## src/rtl/nmea_pe_pkg.sv

```systemverilog
`timescale 1ns / 1ps
`default_nettype none
// ----------------------------------------------------------------------------
// NMEA position extractor package
// Shared constants, the control bundle from the sentence parser to the
// coordinate accumulator, and small constant tables.
// ----------------------------------------------------------------------------
package nmea_pe_pkg;

	localparam int FRAC_DIGITS_DEF = 4;
	localparam int INT_DIGITS_DEF  = 5;

	localparam int CHAR_W    = 8;
	localparam int COORD_W   = 30;
	localparam int FIELD_W   = 4;
	localparam int HDR_POS_W = 3;
	localparam int DIGIT_W   = 4;

	localparam logic [HDR_POS_W-1:0] HDR_LEN     = 3'd5;
	localparam logic [FIELD_W-1:0]   FIELD_LIMIT = 4'd15;
	localparam logic [FIELD_W-1:0]   FIELD_STATUS = 4'd2;
	localparam logic [FIELD_W-1:0]   FIELD_LAT_GGA = 4'd2;
	localparam logic [FIELD_W-1:0]   FIELD_LAT_RMC = 4'd3;
	localparam logic [FIELD_W-1:0]   FIELD_LON_OFFSET = 4'd2;

	localparam logic [CHAR_W-1:0] CHAR_TAB   = 8'd9;
	localparam logic [CHAR_W-1:0] CHAR_CR    = 8'd13;
	localparam logic [CHAR_W-1:0] CHAR_SPACE = 8'h20;
	localparam logic [CHAR_W-1:0] CHAR_COMMA = 8'h2C;
	localparam logic [CHAR_W-1:0] CHAR_DOT   = 8'h2E;
	localparam logic [CHAR_W-1:0] CHAR_ZERO  = 8'h30;
	localparam logic [CHAR_W-1:0] CHAR_NINE  = 8'h39;
	localparam logic [CHAR_W-1:0] CHAR_A     = 8'h41;

	localparam logic [COORD_W-1:0] OUT_LIMIT = 30'd999999999;

	// Per-byte instructions for the coordinate accumulator.
	typedef struct packed {
		logic                 clear;     // sentence boundary
		logic                 field_end; // comma
		logic                 dot;       // decimal point in a coordinate field
		logic                 dig_lat;   // digit for the latitude
		logic                 dig_lon;   // digit for the longitude
		logic [DIGIT_W-1:0]   digit;
	} coord_ctrl_t;

	function automatic logic [CHAR_W-1:0] gga_char(input logic [HDR_POS_W-1:0] idx);
		logic [CHAR_W-1:0] ch;
		case (idx)
			3'd0: ch = 8'h47; // G
			3'd1: ch = 8'h50; // P
			3'd2: ch = 8'h47; // G
			3'd3: ch = 8'h47; // G
			3'd4: ch = 8'h41; // A
			default: ch = 8'h00;
		endcase
		return ch;
	endfunction

	function automatic logic [CHAR_W-1:0] rmc_char(input logic [HDR_POS_W-1:0] idx);
		logic [CHAR_W-1:0] ch;
		case (idx)
			3'd0: ch = 8'h47; // G
			3'd1: ch = 8'h50; // P
			3'd2: ch = 8'h52; // R
			3'd3: ch = 8'h4D; // M
			3'd4: ch = 8'h43; // C
			default: ch = 8'h00;
		endcase
		return ch;
	endfunction

	// Powers of ten used as digit weights (up to six fraction digits).
	function automatic logic [19:0] pow10(input logic [2:0] k);
		logic [19:0] w;
		case (k)
			3'd0: w = 20'd1;
			3'd1: w = 20'd10;
			3'd2: w = 20'd100;
			3'd3: w = 20'd1000;
			3'd4: w = 20'd10000;
			3'd5: w = 20'd100000;
			3'd6: w = 20'd1000000;
			default: w = 20'd0;
		endcase
		return w;
	endfunction

	// Saturation bound, evaluated at elaboration.
	function automatic logic [COORD_W-1:0] sat_limit(input int int_digits, input int frac_digits);
		longint p;
		p = 1;
		for (int i = 0; i < int_digits + frac_digits; i++) begin
			p = p * 10;
		end
		p = p - 1;
		if (p > longint'(OUT_LIMIT)) begin
			p = longint'(OUT_LIMIT);
		end
		return COORD_W'(p);
	endfunction

endpackage
`default_nettype wire

```

## src/rtl/nmea_position_extractor_unit.sv

```systemverilog
`timescale 1ns / 1ps
`default_nettype none
// ----------------------------------------------------------------------------
// NMEA position extractor unit
// Pulls latitude and longitude out of GGA and RMC sentences arriving as a
// byte stream and emits one fixed-point position per qualifying sentence.
// ----------------------------------------------------------------------------
//
// Channel   Direction  Contents
// s_*       in         one ASCII character per transaction (tdata[7:0])
// m_*       out        one position per sentence: tuser = kind,
//                      tdata = latitude [29:0], longitude [59:30]
//
// Every byte is taken into an input register that feeds a single pass of
// parser and digit accumulator logic, whose result lands in the output
// register. The sustained rate is one byte per cycle as long as results are
// drained. While a result waits in the output register and is not being
// drained, the byte in the input register is held and no new byte is
// accepted; the input resumes in the cycle the result is taken. Reset clears
// all sentence state at once; no start-up sweep is needed.
// ----------------------------------------------------------------------------
module nmea_position_extractor_unit #(
	parameter int FRAC_DIGITS = nmea_pe_pkg::FRAC_DIGITS_DEF,
	parameter int INT_DIGITS  = nmea_pe_pkg::INT_DIGITS_DEF
) (
	input  wire logic       clk,
	input  wire logic       arst_n,
	input  wire logic       s_tvalid,
	output logic            s_tready,
	input  wire logic [7:0] s_tdata,   // [7:0] in_byte
	output logic            m_tvalid,
	input  wire logic       m_tready,
	output logic [63:0]     m_tdata,   // [29:0] latitude_scaled, [59:30] longitude_scaled
	output logic            m_tuser    // [0] sentence_kind (0 GGA, 1 RMC)
);
	import nmea_pe_pkg::*;

	// Input stage.
	logic              valid_s1;
	logic [CHAR_W-1:0] byte_s1;
	logic              adv;

	// Result register.
	logic               m_valid_q;
	logic               kind_q;
	logic [COORD_W-1:0] lat_q, lon_q;

	coord_ctrl_t        ctrl;
	logic               emit, is_rmc;
	logic [COORD_W-1:0] lat, lon;

	// The byte in the input stage is processed whenever the result register
	// can take whatever it might produce.
	assign adv      = valid_s1 && (!m_valid_q || m_tready);
	assign s_tready = !valid_s1 || adv;

	always_ff @(posedge clk or negedge arst_n) begin
		if (!arst_n) begin
			valid_s1 <= 1'b0;
		end else if (s_tready) begin
			valid_s1 <= s_tvalid;
		end
	end

	always_ff @(posedge clk) begin
		if (s_tvalid && s_tready) begin
			byte_s1 <= s_tdata;
		end
	end

	nmea_pe_parser u_parser (
		.clk     (clk),
		.arst_n  (arst_n),
		.en      (adv),
		.char_in (byte_s1),
		.ctrl    (ctrl),
		.emit    (emit),
		.is_rmc  (is_rmc)
	);

	nmea_pe_coord_acc #(
		.FRAC_DIGITS (FRAC_DIGITS),
		.INT_DIGITS  (INT_DIGITS)
	) u_acc (
		.clk    (clk),
		.arst_n (arst_n),
		.en     (adv),
		.ctrl   (ctrl),
		.lat    (lat),
		.lon    (lon)
	);

	// A result is captured at the comma that closes the longitude field; the
	// accumulators are unchanged by a comma, so their current values are final.
	always_ff @(posedge clk or negedge arst_n) begin
		if (!arst_n) begin
			m_valid_q <= 1'b0;
		end else if (adv && emit) begin
			m_valid_q <= 1'b1;
		end else if (m_tready) begin
			m_valid_q <= 1'b0;
		end
	end

	always_ff @(posedge clk) begin
		if (adv && emit) begin
			kind_q <= is_rmc;
			lat_q  <= lat;
			lon_q  <= lon;
		end
	end

	assign m_tvalid = m_valid_q;
	assign m_tuser  = kind_q;
	assign m_tdata  = {4'b0000, lon_q, lat_q};

endmodule
`default_nettype wire

```

## src/rtl/nmea_pe_parser.sv

```systemverilog
`timescale 1ns / 1ps
`default_nettype none
// ----------------------------------------------------------------------------
// NMEA position extractor: sentence parser
// Tracks the header match, the field count and the RMC status, and decides
// per byte what the accumulator does and whether a result is due.
// ----------------------------------------------------------------------------
module nmea_pe_parser (
	input  wire logic                          clk,
	input  wire logic                          arst_n,
	input  wire logic                          en,
	input  wire logic [nmea_pe_pkg::CHAR_W-1:0] char_in,
	output nmea_pe_pkg::coord_ctrl_t           ctrl,
	output logic                               emit,
	output logic                               is_rmc
);
	import nmea_pe_pkg::*;

	logic [HDR_POS_W-1:0] hdr_pos_q, hdr_pos_n;
	logic                 gga_q, gga_n;
	logic                 rmc_q, rmc_n;
	logic [FIELD_W-1:0]   field_q;
	logic                 status_q;
	logic                 done_q;

	logic                 is_ws, is_comma, is_digit, hdr_upd, hdr_ok, in_coord;
	logic [FIELD_W-1:0]   lat_f, lon_f;

	always_comb begin
		is_ws    = (char_in == CHAR_SPACE) || (char_in >= CHAR_TAB && char_in <= CHAR_CR);
		is_comma = (char_in == CHAR_COMMA);
		is_digit = (char_in >= CHAR_ZERO) && (char_in <= CHAR_NINE);

		hdr_upd   = (field_q == '0) && (hdr_pos_q < HDR_LEN);
		gga_n     = gga_q && (!hdr_upd || (char_in == gga_char(hdr_pos_q)));
		rmc_n     = rmc_q && (!hdr_upd || (char_in == rmc_char(hdr_pos_q)));
		hdr_pos_n = hdr_upd ? hdr_pos_q + 3'd1 : hdr_pos_q;

		hdr_ok = (hdr_pos_n == HDR_LEN) && (gga_n || rmc_n);
		is_rmc = rmc_n && !gga_n;
		lat_f  = is_rmc ? FIELD_LAT_RMC : FIELD_LAT_GGA;
		lon_f  = lat_f + FIELD_LON_OFFSET;

		emit = !is_ws && is_comma && hdr_ok && !done_q && (field_q == lon_f)
			&& (!is_rmc || status_q);

		in_coord = !is_ws && !is_comma && hdr_ok && (field_q != '0)
			&& ((field_q == lat_f) || (field_q == lon_f));

		ctrl.clear     = is_ws;
		ctrl.field_end = !is_ws && is_comma;
		ctrl.dot       = in_coord && (char_in == CHAR_DOT);
		ctrl.dig_lat   = in_coord && is_digit && (field_q == lat_f);
		ctrl.dig_lon   = in_coord && is_digit && (field_q == lon_f);
		ctrl.digit     = DIGIT_W'(char_in - CHAR_ZERO);
	end

	always_ff @(posedge clk or negedge arst_n) begin
		if (!arst_n) begin
			hdr_pos_q <= '0;
			gga_q     <= 1'b1;
			rmc_q     <= 1'b1;
			field_q   <= '0;
			status_q  <= 1'b0;
			done_q    <= 1'b0;
		end else if (en) begin
			if (is_ws) begin
				hdr_pos_q <= '0;
				gga_q     <= 1'b1;
				rmc_q     <= 1'b1;
				field_q   <= '0;
				status_q  <= 1'b0;
				done_q    <= 1'b0;
			end else begin
				hdr_pos_q <= hdr_pos_n;
				gga_q     <= gga_n;
				rmc_q     <= rmc_n;
				if (is_comma) begin
					if (field_q < FIELD_LIMIT) begin
						field_q <= field_q + 4'd1;
					end
					if (emit) begin
						done_q <= 1'b1;
					end
				end else if (hdr_ok && is_rmc && field_q == FIELD_STATUS && char_in == CHAR_A) begin
					status_q <= 1'b1;
				end
			end
		end
	end

endmodule
`default_nettype wire

```

## src/rtl/nmea_pe_coord_acc.sv

```systemverilog
`timescale 1ns / 1ps
`default_nettype none
// ----------------------------------------------------------------------------
// NMEA position extractor: coordinate accumulator
// Builds latitude and longitude as decimal fixed point, one digit per byte,
// with truncation of surplus fraction digits and saturation.
// ----------------------------------------------------------------------------
module nmea_pe_coord_acc #(
	parameter int FRAC_DIGITS = nmea_pe_pkg::FRAC_DIGITS_DEF,
	parameter int INT_DIGITS  = nmea_pe_pkg::INT_DIGITS_DEF
) (
	input  wire logic                            clk,
	input  wire logic                            arst_n,
	input  wire logic                            en,
	input  wire nmea_pe_pkg::coord_ctrl_t        ctrl,
	output logic [nmea_pe_pkg::COORD_W-1:0]      lat,
	output logic [nmea_pe_pkg::COORD_W-1:0]      lon
);
	import nmea_pe_pkg::*;

	localparam int CNT_W = (FRAC_DIGITS > 0) ? $clog2(FRAC_DIGITS + 1) : 1;
	localparam int SUM_W = COORD_W + 5;
	localparam logic [COORD_W-1:0] SAT_LIMIT = sat_limit(INT_DIGITS, FRAC_DIGITS);
	localparam logic [2:0]         FRAC_W3   = 3'(FRAC_DIGITS);
	localparam logic [CNT_W-1:0]   FRAC_CNT  = CNT_W'(FRAC_DIGITS);

	logic [COORD_W-1:0] lat_q, lon_q;
	logic               frac_q;
	logic [CNT_W-1:0]   cnt_q;

	logic [COORD_W-1:0] acc, acc_n;
	logic [SUM_W-1:0]   acc_w, sum, prod;
	logic [19:0]        weight;
	logic               frac_take;

	always_comb begin
		acc       = ctrl.dig_lat ? lat_q : lon_q;
		acc_w     = SUM_W'(acc);
		frac_take = frac_q && (cnt_q < FRAC_CNT);
		if (!frac_q) begin
			weight = pow10(FRAC_W3);
		end else begin
			weight = pow10(FRAC_W3 - 3'd1 - 3'(cnt_q));
		end
		prod = SUM_W'(ctrl.digit) * SUM_W'(weight);
		if (!frac_q) begin
			sum = (acc_w << 3) + (acc_w << 1) + prod;
		end else if (frac_take) begin
			sum = acc_w + prod;
		end else begin
			sum = acc_w;
		end
		acc_n = (sum > SUM_W'(SAT_LIMIT)) ? SAT_LIMIT : sum[COORD_W-1:0];
	end

	always_ff @(posedge clk or negedge arst_n) begin
		if (!arst_n) begin
			lat_q  <= '0;
			lon_q  <= '0;
			frac_q <= 1'b0;
			cnt_q  <= '0;
		end else if (en) begin
			if (ctrl.clear) begin
				lat_q  <= '0;
				lon_q  <= '0;
				frac_q <= 1'b0;
				cnt_q  <= '0;
			end else if (ctrl.field_end) begin
				frac_q <= 1'b0;
				cnt_q  <= '0;
			end else if (ctrl.dot) begin
				frac_q <= 1'b1;
			end else if (ctrl.dig_lat || ctrl.dig_lon) begin
				if (ctrl.dig_lat) begin
					lat_q <= acc_n;
				end else begin
					lon_q <= acc_n;
				end
				if (frac_take) begin
					cnt_q <= cnt_q + CNT_W'(1);
				end
			end
		end
	end

	assign lat = lat_q;
	assign lon = lon_q;

endmodule
`default_nettype wire

```

## config.mk

```make
export PLATFORM = sky130hd
export DESIGN_NAME = nmea_position_extractor_unit
export DESIGN_NICKNAME = d
export VERILOG_FILES = /design/src/rtl/nmea_pe_pkg.sv /design/src/rtl/nmea_position_extractor_unit.sv /design/src/rtl/nmea_pe_parser.sv /design/src/rtl/nmea_pe_coord_acc.sv
export SDC_FILE = /design/constraint.sdc
export NUM_CORES = 1
export LEC_CHECK = 0
export ABC_AREA = 1
export BUFFER_PORTS_ARGS = -buffer_cell sky130_fd_sc_hd__buf_4
export CORE_MARGIN = 2
export CORE_UTILIZATION = 25
export CTS_BUF_LIST = sky130_fd_sc_hd__clkbuf_16
export DETAILED_ROUTE_END_ITERATION = 8
export GPL_TIMING_DRIVEN = 0
export RECOVER_POWER = 100
export SETUP_SLACK_MARGIN = 0.4
export SLEW_MARGIN = 15
export SYNTH_ARGS = -nofsm -noshare
export SYNTH_HDL_FRONTEND = slang
export SYNTH_SLANG_ARGS = --single-unit
```

## constraint.sdc

```tcl
create_clock -name clk -period 11.6 [get_ports clk]
set_input_delay 1.74 -clock clk [delete_from_list [all_inputs] [get_ports clk]]
set_output_delay 1.74 -clock clk [all_outputs]
set_load 0.03 [all_outputs]
```

==> results.json <==
{
  "outcome": "finished with violations",
  "violations": "capacitance limit, slew limit",
  "synth_ff_type": "dfrtp_1",
  "grtUsageTotal": 0.1446,
  "start_util": 0.2515,
  "endpoint_kind": "register",
  "fmax_ghz": 0.1023,
  "synth_seq_cells": 146,
  "synth_cells": 2059,
  "final-setup-viol-count": 0,
  "utilization": 0.2837,
  "leakage_nw": 8.264,
  "fp.dieH_um": 244.5,
  "rows": 88,
  "crit_slowest_cell": "clkbuf_1",
  "final_common_cell": "nand2_1",
  "drc": 0,
  "clk_pin_slew_ns": 0.06,
  "ys_seq_area_frac": 0.2768,
  "cp.required_ns": 11.94,
  "cts.repair.resized": 0,
  "via_count": 13620,
  "clockBufferDepth": 2,
  "dp_cells": 2903,
  "ctsHoldBuffers": 0,
  "finalCriticalPeriod_ns": 9.779,
  "place_ws_ns": 2.468,
  "grt_first_pass_wirelength_mm": 68.66,
  "grt_pass1_vias": 13050,
  "io_pins": 79,
  "cts_root_buf": "clkbuf_16",
  "layout_common_cells": "nand2_1, inv_1, nand3_1",
  "power.total_mw": 4.015,
  "synthDistinctLibCells": 62,
  "grt_max_degree": 78,
  "finalSetupTns_ns": 0,
  "rsz0062_at_grt": "no",
  "drt-total-wl_mm": 42.93,
  "crit_type": "reg -> reg",
  "cp-startpoint": "u_acc.frac_q$_DFFE_PN0P_",
  "min_path_type": "reg -> reg",
  "area_delta_synth_final_pct": 12.81,
  "finalHoldViolCount": 0,
  "design.die.area_mm2": 0.05976,
  "crit_buf_inv": 6,
  "dp_hpwl_mm": 35.52,
  "synth_edf_count": 69,
  "maxSlewViolCount": 91,
  "worst_slew_pin_slew_ns": 3.317,
  "yosysWarningCount": 0,
  "postRouteAntennaNets": 0,
  "vdd_drop_max_mv": 0.1533,
  "cp_top_family": "simple AND/OR/NAND/NOR gates",
  "fin_ws_ns": 1.821,
  "wl_per_cell_um": 14.62,
  "grt_overflow": 0,
  "initialDrtViolationCount": 998,
  "async_flop_share": 0.5274,
  "stdcell_count": 2936,
  "syn-cell-area_mm2": 0.01445,
  "min_from": "u_acc.lat[27]$_DFFE_PN0P_",
  "clk_latency_ns": 0.45,
  "cts_tree": "done",
  "fin_crit_sh": 0.8430,
  "core_mm2": 0.05748,
  "crit_top_cell": "nand2_1",
  "power_density_mw_per_mm2": 246.2,
  "cts_setup_buffers": 0,
  "die_w_um": 244.5,
  "crit_path_max_incr_delay_ns": 0.62,
  "numPortBuffers": 74,
  "cts_sinks": 146,
  "antenna_found_initial": 0,
  "cts_inserted_buffers": 17,
  "crit_arrival_ns": 10.12,
  "diodes": 0,
  "synth_area_per_cell_um2": 7.020,
  "first_pass_iters": 5,
  "cts_max_level": 4,
  "cap_violations": 2,
  "r2r-start": "u_acc.frac_q$_DFFE_PN0P_",
  "layout-drive-gt1-share": 0.07646,
  "slew-limit-headroom": -1.212,
  "finalNetCount": 2319,
  "via_per_inst": 4.640,
  "fin_skew_ns": 0.009965,
  "cp-start-kind": "register",
  "gp_congestion": 0.9341,
  "crit_fanout": 10
}
## report_power, final
part	switching (mW)	total (mW)	internal, mW
sequential	0.0937	0.749	0.655
clock	0.219	0.573	0.355
combinational	1.81	2.69	0.883
## metrics by stage
stage	hold WS (ns)	cell area [µm²]
3_5_place_dp	0.4617	16030
2_1_floorplan	0.4395	14470
3_3_place_gp	0.4641	15980
6_report	0.4755	16310
4_1_cts	0.4753	16630
5_1_grt	0.4959	16310
## synth_stat cells (all sizes together) (32+ instances only)
master,instances,share of area
nand4,50,0.024
nor2,176,0.053
ha,117,0.10
xor2,38,0.023
o21ai,106,0.039
dfrtp,75,0.13
nand2,648,0.18
edfxtp,69,0.14
a21oi,126,0.044
fa,32,0.044
buf,32,0.017
inv,285,0.074
nand3,171,0.061
## layout make-up
type / instances / area (µm²)
buffer: 52 / 339.1
sequential: 146 / 4001
clock inverter: 15 / 180.2
inverter: 288 / 1085
tap: 765 / 957.2
clock buffer: 17 / 425.4
fill: 6422 / 41170
multi-input combinational: 1576 / 8991
timing repair buffer: 77 / 326.6
## flip-flops by register name, indices dropped and copies added (netlist names), 3 cells and up
| name | flops |
|---|---|
| u_acc.cnt_q | 3 |
| byte_s1 | 8 |
| lat_q | 30 |
| u_parser.hdr_pos_q | 3 |
| u_acc.lon | 30 |
| u_acc.lat | 30 |
| lon_q | 30 |
| u_parser.field_q | 4 |
## path summary, 6_finish.rpt
check	slack [ns]	depth (start not counted)	end
worst min-delay path	0.48	0	lat_q[27]$_DFFE_PP_
worst max register to register	1.82	50	u_acc.lat[7]$_DFFE_PN0P_
worst max-delay path	1.82	50	u_acc.lat[7]$_DFFE_PN0P_
worst min register to register	0.48	0	lat_q[27]$_DFFE_PP_
min in group asynchronous	1.50	1	u_parser.hdr_pos_q[2]$_DFFE_PN0P_
max in group asynchronous	6.34	2	u_acc.lon[23]$_DFFE_PN0P_
## logic make-up after synthesis
family | after synthesis | synth area share
compound gates | 283 | 0.1088
xor+xnor | 49 | 0.02969
fa+ha+maj | 149 | 0.1456
buf+inv | 340 | 0.09903
flops | 146 | 0.2768
other cells | 1 | 0.0002594
simple gates | 1091 | 0.3398
## metal layers
layer / routed length [µm] / vias up / global-route usage
met1: 19730 / 6318 / 0.1842
met2: 20370 / 319 / 0.2491
met5: 0 / - / 0
met3: 1572 / 62 / 0.01844
li1: - / 6925 / -
met4: 1253 / 0 / 0.05362
## worst register-to-register path, delay by kind of cell (launching register included)
kind	cells	cell delay [ns]
adders and majority gates	4	1.60
buffers and inverters	6	1.95
AOI/OAI and AO/OA	8	1.58
xor gates and xnor gates	1	0.37
DFF	1	0.36
and+or+nand+nor	31	3.84
No activity file was read; power rests on OpenSTA's default activity.
